File: config.mk
export PLATFORM = sky130hd
export DESIGN_NAME = rumble_effect_mixer
export DESIGN_NICKNAME = d
export VERILOG_FILES = /design/src/hw/rtl/rem_pkg.sv /design/src/hw/rtl/rumble_effect_mixer.sv
export VERILOG_INCLUDE_DIRS = /design/src /design/src/hw/rtl
export SDC_FILE = /design/constraint.sdc
export NUM_CORES = 2
export LEC_CHECK = 0
export BUFFER_PORTS_ARGS = -buffer_cell sky130_fd_sc_hd__buf_2
export CELL_PAD_IN_SITES_DETAIL_PLACEMENT = 0
export CELL_PAD_IN_SITES_GLOBAL_PLACEMENT = 1
export CORE_MARGIN = 1.5
export CORE_UTILIZATION = 50
export DETAILED_ROUTE_END_ITERATION = 10
export PLACE_DENSITY = 0.78
export SYNTH_ARGS = -nofsm -noshare
export SYNTH_HDL_FRONTEND = slang
export SYNTH_SLANG_ARGS = --single-unit
export TNS_END_PERCENT = 5
File: constraint.sdc
create_clock -name clk_i -period 10.13 [get_ports clk_i]
set_input_delay 1.013 -clock clk_i [delete_from_list [all_inputs] [get_ports clk_i]]
set_output_delay 1.013 -clock clk_i [all_outputs]
set_load 0.02 [all_outputs]
File: src/hw/rtl/rumble_effect_mixer_defines.svh
// Assertion macros for the rumble effect mixer.
// Included by the top level; no other dependencies.
`ifndef RUMBLE_EFFECT_MIXER_DEFINES_SVH
`define RUMBLE_EFFECT_MIXER_DEFINES_SVH

`ifndef SYNTHESIS
`define REM_ASSERT(lbl, prop, msg) \
  lbl: assert property (@(posedge clk_i) disable iff (!rst_ni) prop) else $error(msg);
`define REM_ASSERT_RST(lbl, prop, msg) \
  lbl: assert property (@(posedge clk_i) prop) else $error(msg);
`else
`define REM_ASSERT(lbl, prop, msg)
`define REM_ASSERT_RST(lbl, prop, msg)
`endif

`endif

File: src/hw/rtl/rem_pkg.sv
// Shared types, constants and helpers for the rumble effect mixer.
// No dependencies; imported by rumble_effect_mixer.
`timescale 1ns / 1ps

package rem_pkg;

  localparam int unsigned PAD_COUNT     = 4;
  localparam int unsigned SLOTS_PER_PAD = 8;
  localparam int unsigned TOTAL_SLOTS   = PAD_COUNT * SLOTS_PER_PAD;

  localparam int unsigned PAD_W  = 2;
  localparam int unsigned SUB_W  = (SLOTS_PER_PAD > 1) ? $clog2(SLOTS_PER_PAD) : 1;
  localparam int unsigned SLOT_W = (TOTAL_SLOTS > 1) ? $clog2(TOTAL_SLOTS) : 1;

  localparam logic [31:0] FOREVER_US = 32'hFFFF_FFFF;
  localparam logic [15:0] FULL_SCALE = 16'hFFFF;

  typedef enum logic [1:0] {
    MODE_TICK = 2'd0,
    MODE_ADD  = 2'd1,
    MODE_SET  = 2'd2
  } mode_e;

  typedef struct packed {
    logic [15:0] left;
    logic [15:0] right;
    logic [31:0] remaining;
  } slot_t;

  function automatic logic [15:0] sat_add16(input logic [15:0] a, input logic [15:0] b);
    logic [16:0] s;
    s = {1'b0, a} + {1'b0, b};
    return s[16] ? FULL_SCALE : s[15:0];
  endfunction

endpackage

File: src/hw/rtl/rumble_effect_mixer.sv
// Rumble effect mixer: per-controller table of timed effects and motor-speed mixing.
// Depends on rem_pkg and rumble_effect_mixer_defines.svh.
//
//   channel   direction   handshake                 carries
//   cfg       in          cfg_valid_i/cfg_ready_o   pad_connected mask
//   in        in          in_valid_i/in_ready_o     mode, pad, strengths, times
//   out       out         out_valid_o/out_ready_i   pad, left/right speed, last
//
// An add or set item finishes in the cycle it is accepted.
// A tick item walks every slot, reading it from slot memory and then aging and summing it,
// and emits one result per controller after that controller's slots.
// A waiting result holds the tick walk; the output register frees the input side.
// Reset empties the table at once through per-slot valid bits; no clearing pass.
`timescale 1ns / 1ps

`include "rumble_effect_mixer_defines.svh"

module rumble_effect_mixer (
  input  logic                     clk_i,
  input  logic                     rst_ni,
  input  logic                     cfg_valid_i,
  output logic                     cfg_ready_o,
  input  logic [3:0]               cfg_pad_connected_i,
  input  logic                     in_valid_i,
  output logic                     in_ready_o,
  input  logic [1:0]               mode_i,
  input  logic [rem_pkg::PAD_W-1:0] pad_index_i,
  input  logic [15:0]              left_strength_i,
  input  logic [15:0]              right_strength_i,
  input  logic [31:0]              effect_duration_us_i,
  input  logic [23:0]              elapsed_us_i,
  output logic                     out_valid_o,
  input  logic                     out_ready_i,
  output logic [rem_pkg::PAD_W-1:0] out_pad_o,
  output logic [15:0]              left_speed_o,
  output logic [15:0]              right_speed_o,
  output logic                     last_pad_o
);

  import rem_pkg::*;

  typedef enum logic [3:0] {
    ST_IDLE = 4'b0001,
    ST_READ = 4'b0010,
    ST_AGE  = 4'b0100,
    ST_EMIT = 4'b1000
  } state_e;

  localparam logic [SUB_W-1:0] SUB_LAST = SUB_W'(SLOTS_PER_PAD - 1);
  localparam logic [PAD_W-1:0] PAD_LAST = PAD_W'(PAD_COUNT - 1);

  state_e                   state_q, state_d;
  logic [3:0]               pad_connected_q;
  logic [TOTAL_SLOTS-1:0]   slot_valid_q, slot_valid_d;
  slot_t                    slot_mem [TOTAL_SLOTS];
  slot_t                    rd_data_q;
  logic                     mem_we;
  logic [SLOT_W-1:0]        mem_waddr;
  slot_t                    mem_wdata;
  logic [23:0]              elapsed_q;
  logic [PAD_W-1:0]         pad_q, pad_d;
  logic [SUB_W-1:0]         sub_q, sub_d;
  logic [SLOT_W-1:0]        slot_q, slot_d;
  logic [15:0]              sum_left_q, sum_left_d;
  logic [15:0]              sum_right_q, sum_right_d;
  logic                     out_valid_q, out_valid_d;
  logic                     out_load;
  logic [PAD_W-1:0]         out_pad_q;
  logic [15:0]              left_speed_q, right_speed_q;
  logic                     last_pad_q;

  logic                     in_accept;
  logic                     pad_usable;
  logic [SLOT_W-1:0]        pad_base;
  logic                     free_found;
  logic [SUB_W-1:0]         free_sub;
  logic [32:0]              age_diff;
  logic                     is_forever;
  logic                     expired;

  assign in_ready_o  = (state_q == ST_IDLE);
  assign cfg_ready_o = 1'b1;
  assign in_accept   = in_valid_i && in_ready_o;

  assign pad_usable = ({1'b0, pad_index_i} < (PAD_W + 1)'(PAD_COUNT))
                      && pad_connected_q[pad_index_i];
  assign pad_base   = SLOT_W'(pad_index_i) * SLOT_W'(SLOTS_PER_PAD);

  always_comb begin
    free_found = 1'b0;
    free_sub   = '0;
    for (int i = SLOTS_PER_PAD - 1; i >= 0; i--) begin
      if (!slot_valid_q[pad_base + SLOT_W'(i)]) begin
        free_found = 1'b1;
        free_sub   = SUB_W'(i);
      end
    end
  end

  // Shared aging unit: one subtract gives both the expiry test and the new time.
  assign age_diff   = {1'b0, rd_data_q.remaining} - {9'b0, elapsed_q};
  assign is_forever = (rd_data_q.remaining == FOREVER_US);
  assign expired    = age_diff[32] || (age_diff[31:0] == 32'd0);

  always_comb begin
    state_d      = state_q;
    slot_valid_d = slot_valid_q;
    mem_we       = 1'b0;
    mem_waddr    = slot_q;
    mem_wdata    = rd_data_q;
    pad_d        = pad_q;
    sub_d        = sub_q;
    slot_d       = slot_q;
    sum_left_d   = sum_left_q;
    sum_right_d  = sum_right_q;
    out_load     = 1'b0;

    unique case (state_q)
      ST_IDLE: begin
        if (in_accept) begin
          unique case (mode_i)
            MODE_ADD: begin
              if (pad_usable && free_found) begin
                mem_we                  = 1'b1;
                mem_waddr               = pad_base + SLOT_W'(free_sub);
                mem_wdata.left          = left_strength_i;
                mem_wdata.right         = right_strength_i;
                mem_wdata.remaining     = effect_duration_us_i;
                slot_valid_d[mem_waddr] = 1'b1;
              end
            end
            MODE_SET: begin
              if (pad_usable) begin
                for (int i = 0; i < SLOTS_PER_PAD; i++) begin
                  slot_valid_d[pad_base + SLOT_W'(i)] = 1'b0;
                end
                if ((left_strength_i != 16'd0) || (right_strength_i != 16'd0)) begin
                  mem_we                 = 1'b1;
                  mem_waddr              = pad_base;
                  mem_wdata.left         = left_strength_i;
                  mem_wdata.right        = right_strength_i;
                  mem_wdata.remaining    = FOREVER_US;
                  slot_valid_d[pad_base] = 1'b1;
                end
              end
            end
            MODE_TICK: begin
              state_d     = ST_READ;
              pad_d       = '0;
              sub_d       = '0;
              slot_d      = '0;
              sum_left_d  = '0;
              sum_right_d = '0;
            end
            default: begin
            end
          endcase
        end
      end
      ST_READ: begin
        state_d = ST_AGE;
      end
      ST_AGE: begin
        if (slot_valid_q[slot_q]) begin
          if (!is_forever && expired) begin
            slot_valid_d[slot_q] = 1'b0;
          end else begin
            if (!is_forever) begin
              mem_we              = 1'b1;
              mem_wdata.remaining = age_diff[31:0];
            end
            sum_left_d  = sat_add16(sum_left_q, rd_data_q.left);
            sum_right_d = sat_add16(sum_right_q, rd_data_q.right);
          end
        end
        if (sub_q == SUB_LAST) begin
          state_d = ST_EMIT;
        end else begin
          state_d = ST_READ;
          sub_d   = sub_q + 1'b1;
          slot_d  = slot_q + 1'b1;
        end
      end
      ST_EMIT: begin
        if (!out_valid_q || out_ready_i) begin
          out_load    = 1'b1;
          sum_left_d  = '0;
          sum_right_d = '0;
          if (pad_q == PAD_LAST) begin
            state_d = ST_IDLE;
          end else begin
            state_d = ST_READ;
            pad_d   = pad_q + 1'b1;
            sub_d   = '0;
            slot_d  = slot_q + 1'b1;
          end
        end
      end
      default: begin
        state_d = ST_IDLE;
      end
    endcase
  end

  always_comb begin
    if (out_load) begin
      out_valid_d = 1'b1;
    end else if (out_ready_i) begin
      out_valid_d = 1'b0;
    end else begin
      out_valid_d = out_valid_q;
    end
  end

  always_ff @(posedge clk_i or negedge rst_ni) begin
    if (!rst_ni) begin
      state_q         <= ST_IDLE;
      pad_connected_q <= '0;
      slot_valid_q    <= '0;
      pad_q           <= '0;
      sub_q           <= '0;
      slot_q          <= '0;
      sum_left_q      <= '0;
      sum_right_q     <= '0;
      out_valid_q     <= 1'b0;
    end else begin
      state_q      <= state_d;
      slot_valid_q <= slot_valid_d;
      pad_q        <= pad_d;
      sub_q        <= sub_d;
      slot_q       <= slot_d;
      sum_left_q   <= sum_left_d;
      sum_right_q  <= sum_right_d;
      out_valid_q  <= out_valid_d;
      if (cfg_valid_i && cfg_ready_o) begin
        pad_connected_q <= cfg_pad_connected_i;
      end
    end
  end

  always_ff @(posedge clk_i) begin
    if (mem_we) begin
      slot_mem[mem_waddr] <= mem_wdata;
    end
    rd_data_q <= slot_mem[slot_q];
  end

  always_ff @(posedge clk_i) begin
    if (in_accept) begin
      elapsed_q <= elapsed_us_i;
    end
    if (out_load) begin
      out_pad_q     <= pad_q;
      left_speed_q  <= sum_left_q;
      right_speed_q <= sum_right_q;
      last_pad_q    <= (pad_q == PAD_LAST);
    end
  end

  assign out_valid_o   = out_valid_q;
  assign out_pad_o     = out_pad_q;
  assign left_speed_o  = left_speed_q;
  assign right_speed_o = right_speed_q;
  assign last_pad_o    = last_pad_q;

  `REM_ASSERT(a_tick_busy, (in_valid_i && in_ready_o && mode_i == MODE_TICK) |=> !in_ready_o, "tick item did not start the slot walk")
  `REM_ASSERT(a_add_done, (in_valid_i && in_ready_o && mode_i == MODE_ADD) |=> in_ready_o, "add item did not finish in one cycle")
  `REM_ASSERT(a_last_pad, (out_valid_o && last_pad_o) |-> (out_pad_o == PAD_LAST), "last result marked on wrong controller")
  `REM_ASSERT_RST(a_reset_out, !rst_ni |=> (!out_valid_o && in_ready_o), "block not idle after reset")

endmodule

# Word-level counts from Yosys, hierarchy flattened

Memories as Yosys holds them, arrays and structs flattened. A register that Yosys moved wholly into a read port is not among the register bits.
Cells that the tools add are included.

Latch bits: 0
Memories kept: 1
Logic and storage cells: 250
Bits in read-only memories: 0
RAM bits: 2048
Flip-flop bits (word level): 142
Bits of input ports: 101

Memory list:

| name     | words | width | rd ports | clocked after Yosys merged registers in | wr ports | RTL line                  | source |
|---|---|---|---|---|---|---|---|
| slot_mem | 32    | 64    | 1        | 1                                       | 1        | rumble_effect_mixer.sv:55 | `slot_t slot_mem [TOTAL_SLOTS];` |

Muxes and demuxes: 129
Bitwise logic cells: 20
Shift-type cells: 0
Divide/modulo/power cells: 0
Reductions and logical operators: 31
Magnitude comparators: 21
Eq/ne operators: 20
Multiply operators: 0
Add/sub/neg operators: 14

Operators by type and width:

| operator             | count |
|---|---|
| $mux 32              | 10 |
| $and 32x32->32       | 9 |
| $mux 64              | 4 |
| $not 32->32          | 8 |
| $pmux 32 s2          | 3 |
| $mux 16              | 9 |
| $pmux 64 s2          | 1 |
| $pmux 16 s3          | 2 |
| $lt 5x6->1 const B   | 10 |
| $ge 5x1->1 const B   | 10 |
| $mux 5               | 10 |
| $demux 1 s5          | 9 |
| $mux 1               | 41 |
| $bmux 1 s5           | 8 |
| $mux 3               | 13 |
| $add 16x16->17       | 2 |
| $sub 32x24->33       | 1 |
| $eq 32x32->1 const B | 1 |
| $logic_not 32->1     | 1 |
| $not 25->32          | 1 |
| $or 32x25->32        | 1 |
| $or 32x32->32        | 1 |
| $reduce_bool 16->1   | 2 |
| $add 5x3->5 const B  | 4 |
| 37 further kinds     | 74 |

# Longest topological paths before layout

Word-level depth: 21
Mapped depth: 16

# Least setup slack after synthesis

Ideal clock, no wire load.

Kind: input to register
Start: input port in_valid_i
End: memory slot_mem[28][0] in the netlist's numbering, enable pin
Path buffers: 2
Data arrival time: 9637 ps
Stages: 12
Setup slack: -150 ps
Required time: 9486 ps
Path through: and2_1 > clkbuf_1 > nand2_1 > nor3_1 > or2_2 > clkbuf_1 > a21o_1 > a32oi_1 > a21oi_1 > o21a_1 > a21oi_2 > nor4_1

Word-level cells in the longest chain between the ends: 5
Elaborated cells between the ends (all ways): 7
Those cells by class: mux: 6; reduce/logical: 1

RTL lines:

| item                         | RTL line                   | source |
|---|---|---|
| start, declared              | rumble_effect_mixer.sv:24  | `input logic in_valid_i,` |
| $logic_and 1x1->1 (*)        | rumble_effect_mixer.sv:83  | `assign in_accept = in_valid_i && in_ready_o;` |
| net in_accept                | rumble_effect_mixer.sv:72  | `logic in_accept;` |
| $mux 1                       | rumble_effect_mixer.sv:120 | `if (in_accept) begin` |
| $pmux 1 s2                   | rumble_effect_mixer.sv:118 | `unique case (state_q)` |
| $mux 1                       | rumble_effect_mixer.sv:242 | `if (mem_we) begin` |
| $mux 1 (implied by the code) | rumble_effect_mixer.sv:243 | `slot_mem[mem_waddr] <= mem_wdata;` |
| end, declared                | rumble_effect_mixer.sv:55  |  |

The timed path passes the listed nets; every way through them passes the cells marked *.

# Final worst setup path

Start: register slot_q[1]
End: memory slot_mem[30][32] in the netlist's numbering, enable pin

Word-level cells in the longest chain between the ends: 6
Elaborated cells between the ends (all ways): 12
Those cells by class: mux: 12

RTL lines:

| item                         | RTL line                   | source |
|---|---|---|
| start, declared              | rumble_effect_mixer.sv:63  | `logic [SLOT_W-1:0] slot_q, slot_d;` |
| start signal, assigned       | rumble_effect_mixer.sv:231 | `slot_q <= slot_d;` |
| $bmux 1 s5                   | rumble_effect_mixer.sv:164 | `if (slot_valid_q[slot_q]) begin` |
| $mux 1 (implied by the code) | rumble_effect_mixer.sv:164 |  |
| $mux 1                       | rumble_effect_mixer.sv:164 |  |
| $pmux 1 s2                   | rumble_effect_mixer.sv:118 |  |
| $mux 1                       | rumble_effect_mixer.sv:242 |  |
| $mux 1 (implied by the code) | rumble_effect_mixer.sv:243 |  |

Parallel ways exist; a longest one is shown, timed or not. The select of a mux whose other input is x is not followed.

==> impl_metrics.ini <==
[layout]
areaGrowthSynthToFinish_pct = 12.1
drive_gt1_share_pct = 24.7
multi_input_area_mm2 = 0.0219
layout_commonest_cell = edfxtp_1
layout_common_cells = 2107 x edfxtp_1, 529 x mux4_2, 275 x a22oi_1, 216 x clkbuf_16, 184 x nand2_1
n_fill_cell = 13000
post-route-util_pct = 56.3
regArea_mm2 = 0.0666
nets = 4939

[sta]
rsz0062_at_grt = no
fin_worst_skew_ps = 23.6
relSlewSlack_pct = 11.7
fin_crit_ps = 6500
tightest_slew_ps = 1320
fmax_mhz = 154
holdWs_ps = 92.5
setup_viol = 0
tns_ps = 0
slew_viol_final = 0
post-route-period-util_pct = 64.2
hold_viol_final = 0

[clock_tree]
root_buffer = clkbuf_16
clk_latency_ps = 850
cts.sinks = 2254
ctsResizeCount = 0
postCtsHoldBufs = 0
cts_inserted_buffers = 211
cts_setup_buffers = 0
clkTransAtPathRegs_ps = 60
clockBufferDepth = 3
cts_tree = yes
htreeDepth = 4

[synthesis]
synth_top_cell_area_share_pct = 70.7
yosys.area_share.simple_pct = 3.37
synthMuxAreaShare_pct = 13.6
synth_top_family_by_area = multiplexers
ys_seq_area_share_pct = 74.5
synth_area_per_cell_um2 = 19.8
synth_top_area_cell = edfxtp_1
synth_area_mm2 = 0.0894
async_flop_share_pct = 3.68
ys.warnings.count = 0
synth_compound_area_share_pct = 5.76
synth.net_count = 4691
synth-edff-count = 2107
synth_ff_type = edfxtp_1
synthTopCellsByArea = edfxtp_1 71%, mux4_2 13%, a22oi_1 2.3%
yosys.area_share.adder_pct = 1.00
synth_xor_area_share_pct = 0.362
ys_ff_latch = 2254
synth_cells = 4520
synth_cell_types = 98

[setup_path]
required_ps = 10580
rr_worst_depth = 13
r2r_setup_slack_ps = 3630
r2r_end = slot_mem[30][32]$_DFFE_PP_
cp_top_family = buffers and inverters
cp_common_cell = buf_4
cp_slowest_cell = dfrtp_4
crit_type = register to register
r2r-start = slot_q[1]$_DFFE_PN0P_
slowest_delay_ps = 990
crit_chain = buf_12 > mux4_2 > nand2b_1 > o21ai_0 > nand3b_1 > nor4bb_1 > o311a_1 > nand2_1 > a21oi_4 > buf_4 > a21oi_2 > nor4_2 > buf_4
critPathBufInv = 3
endpoint_kind = register
cp-start-kind = register
cp.arrival_ps = 6960
crit_fanout = 124

[routing]
routed_wl_mm = 235
wl_per_cell_um = 32.2
firstDrtPassIters = 6
drc = 0
ant_nets = 0
dr.first_iter.drc_count = 6876
avgViaCountPerCell = 6.60
dr_total_vias = 48200

[power_and_ir_drop]
p_leak_nw = 31.5
peakVddDrop_uv = 153
power_density_mw_per_mm2 = 217

[floorplanning]
core_area_mm2 = 0.178
start_util_pct = 50.2
die_area_mm2 = 0.181
die_y_um = 426
die_w_um = 426
num_rows = 155
io_pins = 139

[global_routing]
grt_max_degree = 125
antenna_found_initial = 10
track_usage_pct = 25.9
grt_first_pass_wirelength_mm = 336
gr-total-overflow = 0
grt_pass1_vias = 46100

[place]
globalplace.congestion = 0.904
numPortBuffers = 137
dp_hpwl_mm = 142

[min_path]
hp-class = primary input to asynchronous set/reset pin

[status]
status = completed

[flow_run]
maxCapViolations = 0
[how the worst max path moves through the flow]
stage | startpoint | depth (start not counted) | to | slack, ps
floorplan | in_valid_i | 12 | slot_mem[28][0]$_DFFE_PP_ | -150
global placement | right_strength_i[8] | 14 | slot_mem[17][9]$_DFFE_PP_ | 3170
detailed placement | right_strength_i[8] | 14 | slot_mem[19][9]$_DFFE_PP_ | 3090
CTS | slot_q[1]$_DFFE_PN0P_ | 13 | slot_mem[30][32]$_DFFE_PP_ | 3570
global route | slot_q[0]$_DFFE_PN0P_ | 13 | slot_mem[30][32]$_DFFE_PP_ | 3260
finish | slot_q[1]$_DFFE_PN0P_ | 13 | slot_mem[30][32]$_DFFE_PP_ | 3630
[layout make-up]
type	instances	share of cell area [%]
Antenna cell	2	0.00499
Clock inverter	106	0.880
Tap cell	2355	2.94
Sequential cell	2254	66.5
Multi-Input combinational cell	1962	21.8
Inverter	57	0.213
Timing Repair Buffer	282	1.81
Clock buffer	288	5.85
[layer usage]
| layer | routed length [µm] | GRT usage (%) | vias to the layer above |
|---|---|---|---|
| li1 | - | - | 19400 |
| met1 | 94600 | 39.7 | 25300 |
| met2 | 106000 | 38.3 | 3151 |
| met3 | 29200 | 6.05 | 310 |
| met4 | 4750 | 5.42 | 2 |
| met5 | 13 | 0 | - |
[cells in the mapped netlist (7+ instances only)]
cell          n
clkbuf_1    145
o2bb2ai_2    10
o21a_1       10
buf_1        73
edfxtp_1   2107
nor2b_1      15
a22oi_1     275
mux4_2      529
nand4_1      92
a21oi_1     100
mux2i_1      21
a21o_1       47
a211o_1      23
nor2_1      128
or2_2        11
o2bb2ai_1    24
inv_1        56
buf_2        17
nor4_1       16
xnor2_1      27
or3_1        16
nand3b_1     11
dfrtp_1      82
o211ai_1      9
dfxtp_1      64
nand2_1     186
o21ai_0      76
and2_1        7
xor2_1       10
ha_1         67
a22o_1       36
nand2b_1     20
nor3_1       27
nand3_1      29
[cells by family (layout without fill, tap and decap cells)]
kind of cell             count (synthesis)  count (layout)
flip-flops                            2254            2254
AO/OA/AOI/OAI                          699             699
AND/OR/NAND/NOR                        599             599
multiplexers                           556             556
buffers and inverters                  304             733
adder cells (fa/ha/maj)                 70              70
XOR/XNOR                                37              37
other                                    1               3
[through the flow]
step | instance area [µm²] | cells | setup WS [ps] | power, mW
floorplan | 89400 | 4520 | -150 | 13.0
global placement | 93500 | 6910 | 3170 | 14.1
detailed placement | 93500 | 6910 | 3090 | 14.2
CTS | 100000 | 7304 | 3570 | 21.8
global route | 100000 | 7304 | 3260 | 22.4
finish | 100000 | 7306 | 3630 | 21.7
[worst register-to-register path, cell delays in order, from the launching register on]
cell      delay (ps)
dfrtp_4          990
buf_12           680
mux4_2           370
nand2b_1          90
o21ai_0           70
nand3b_1         160
nor4bb_1         700
o311a_1          390
nand2_1          130
a21oi_4          370
buf_4            590
a21oi_2          310
nor4_2           300
buf_4            890
[where the power goes]
part,leakage [nW],internal (mW),switching (mW)
clock,3.31,4.33,3.37
sequential,20.5,10.9,0.146
combinational,7.70,0.950,2.04
[registers in the layout, summed over array words and instances, names as in the netlist, named ones only]
name / count
pad_connected_q: 4
pad_q: 2
sum_right_q: 16
slot_mem: 2048
sum_left_q: 16
elapsed_q: 24
right_speed_o: 16
last_pad_o: 1
slot_valid_q: 28
out_valid_o: 1
out_pad_o: 2
rd_data_q: 64
slot_q: 5
state_q: 4
left_speed_o: 16
sub_q: 3
(Power assumes the default switching activity.)
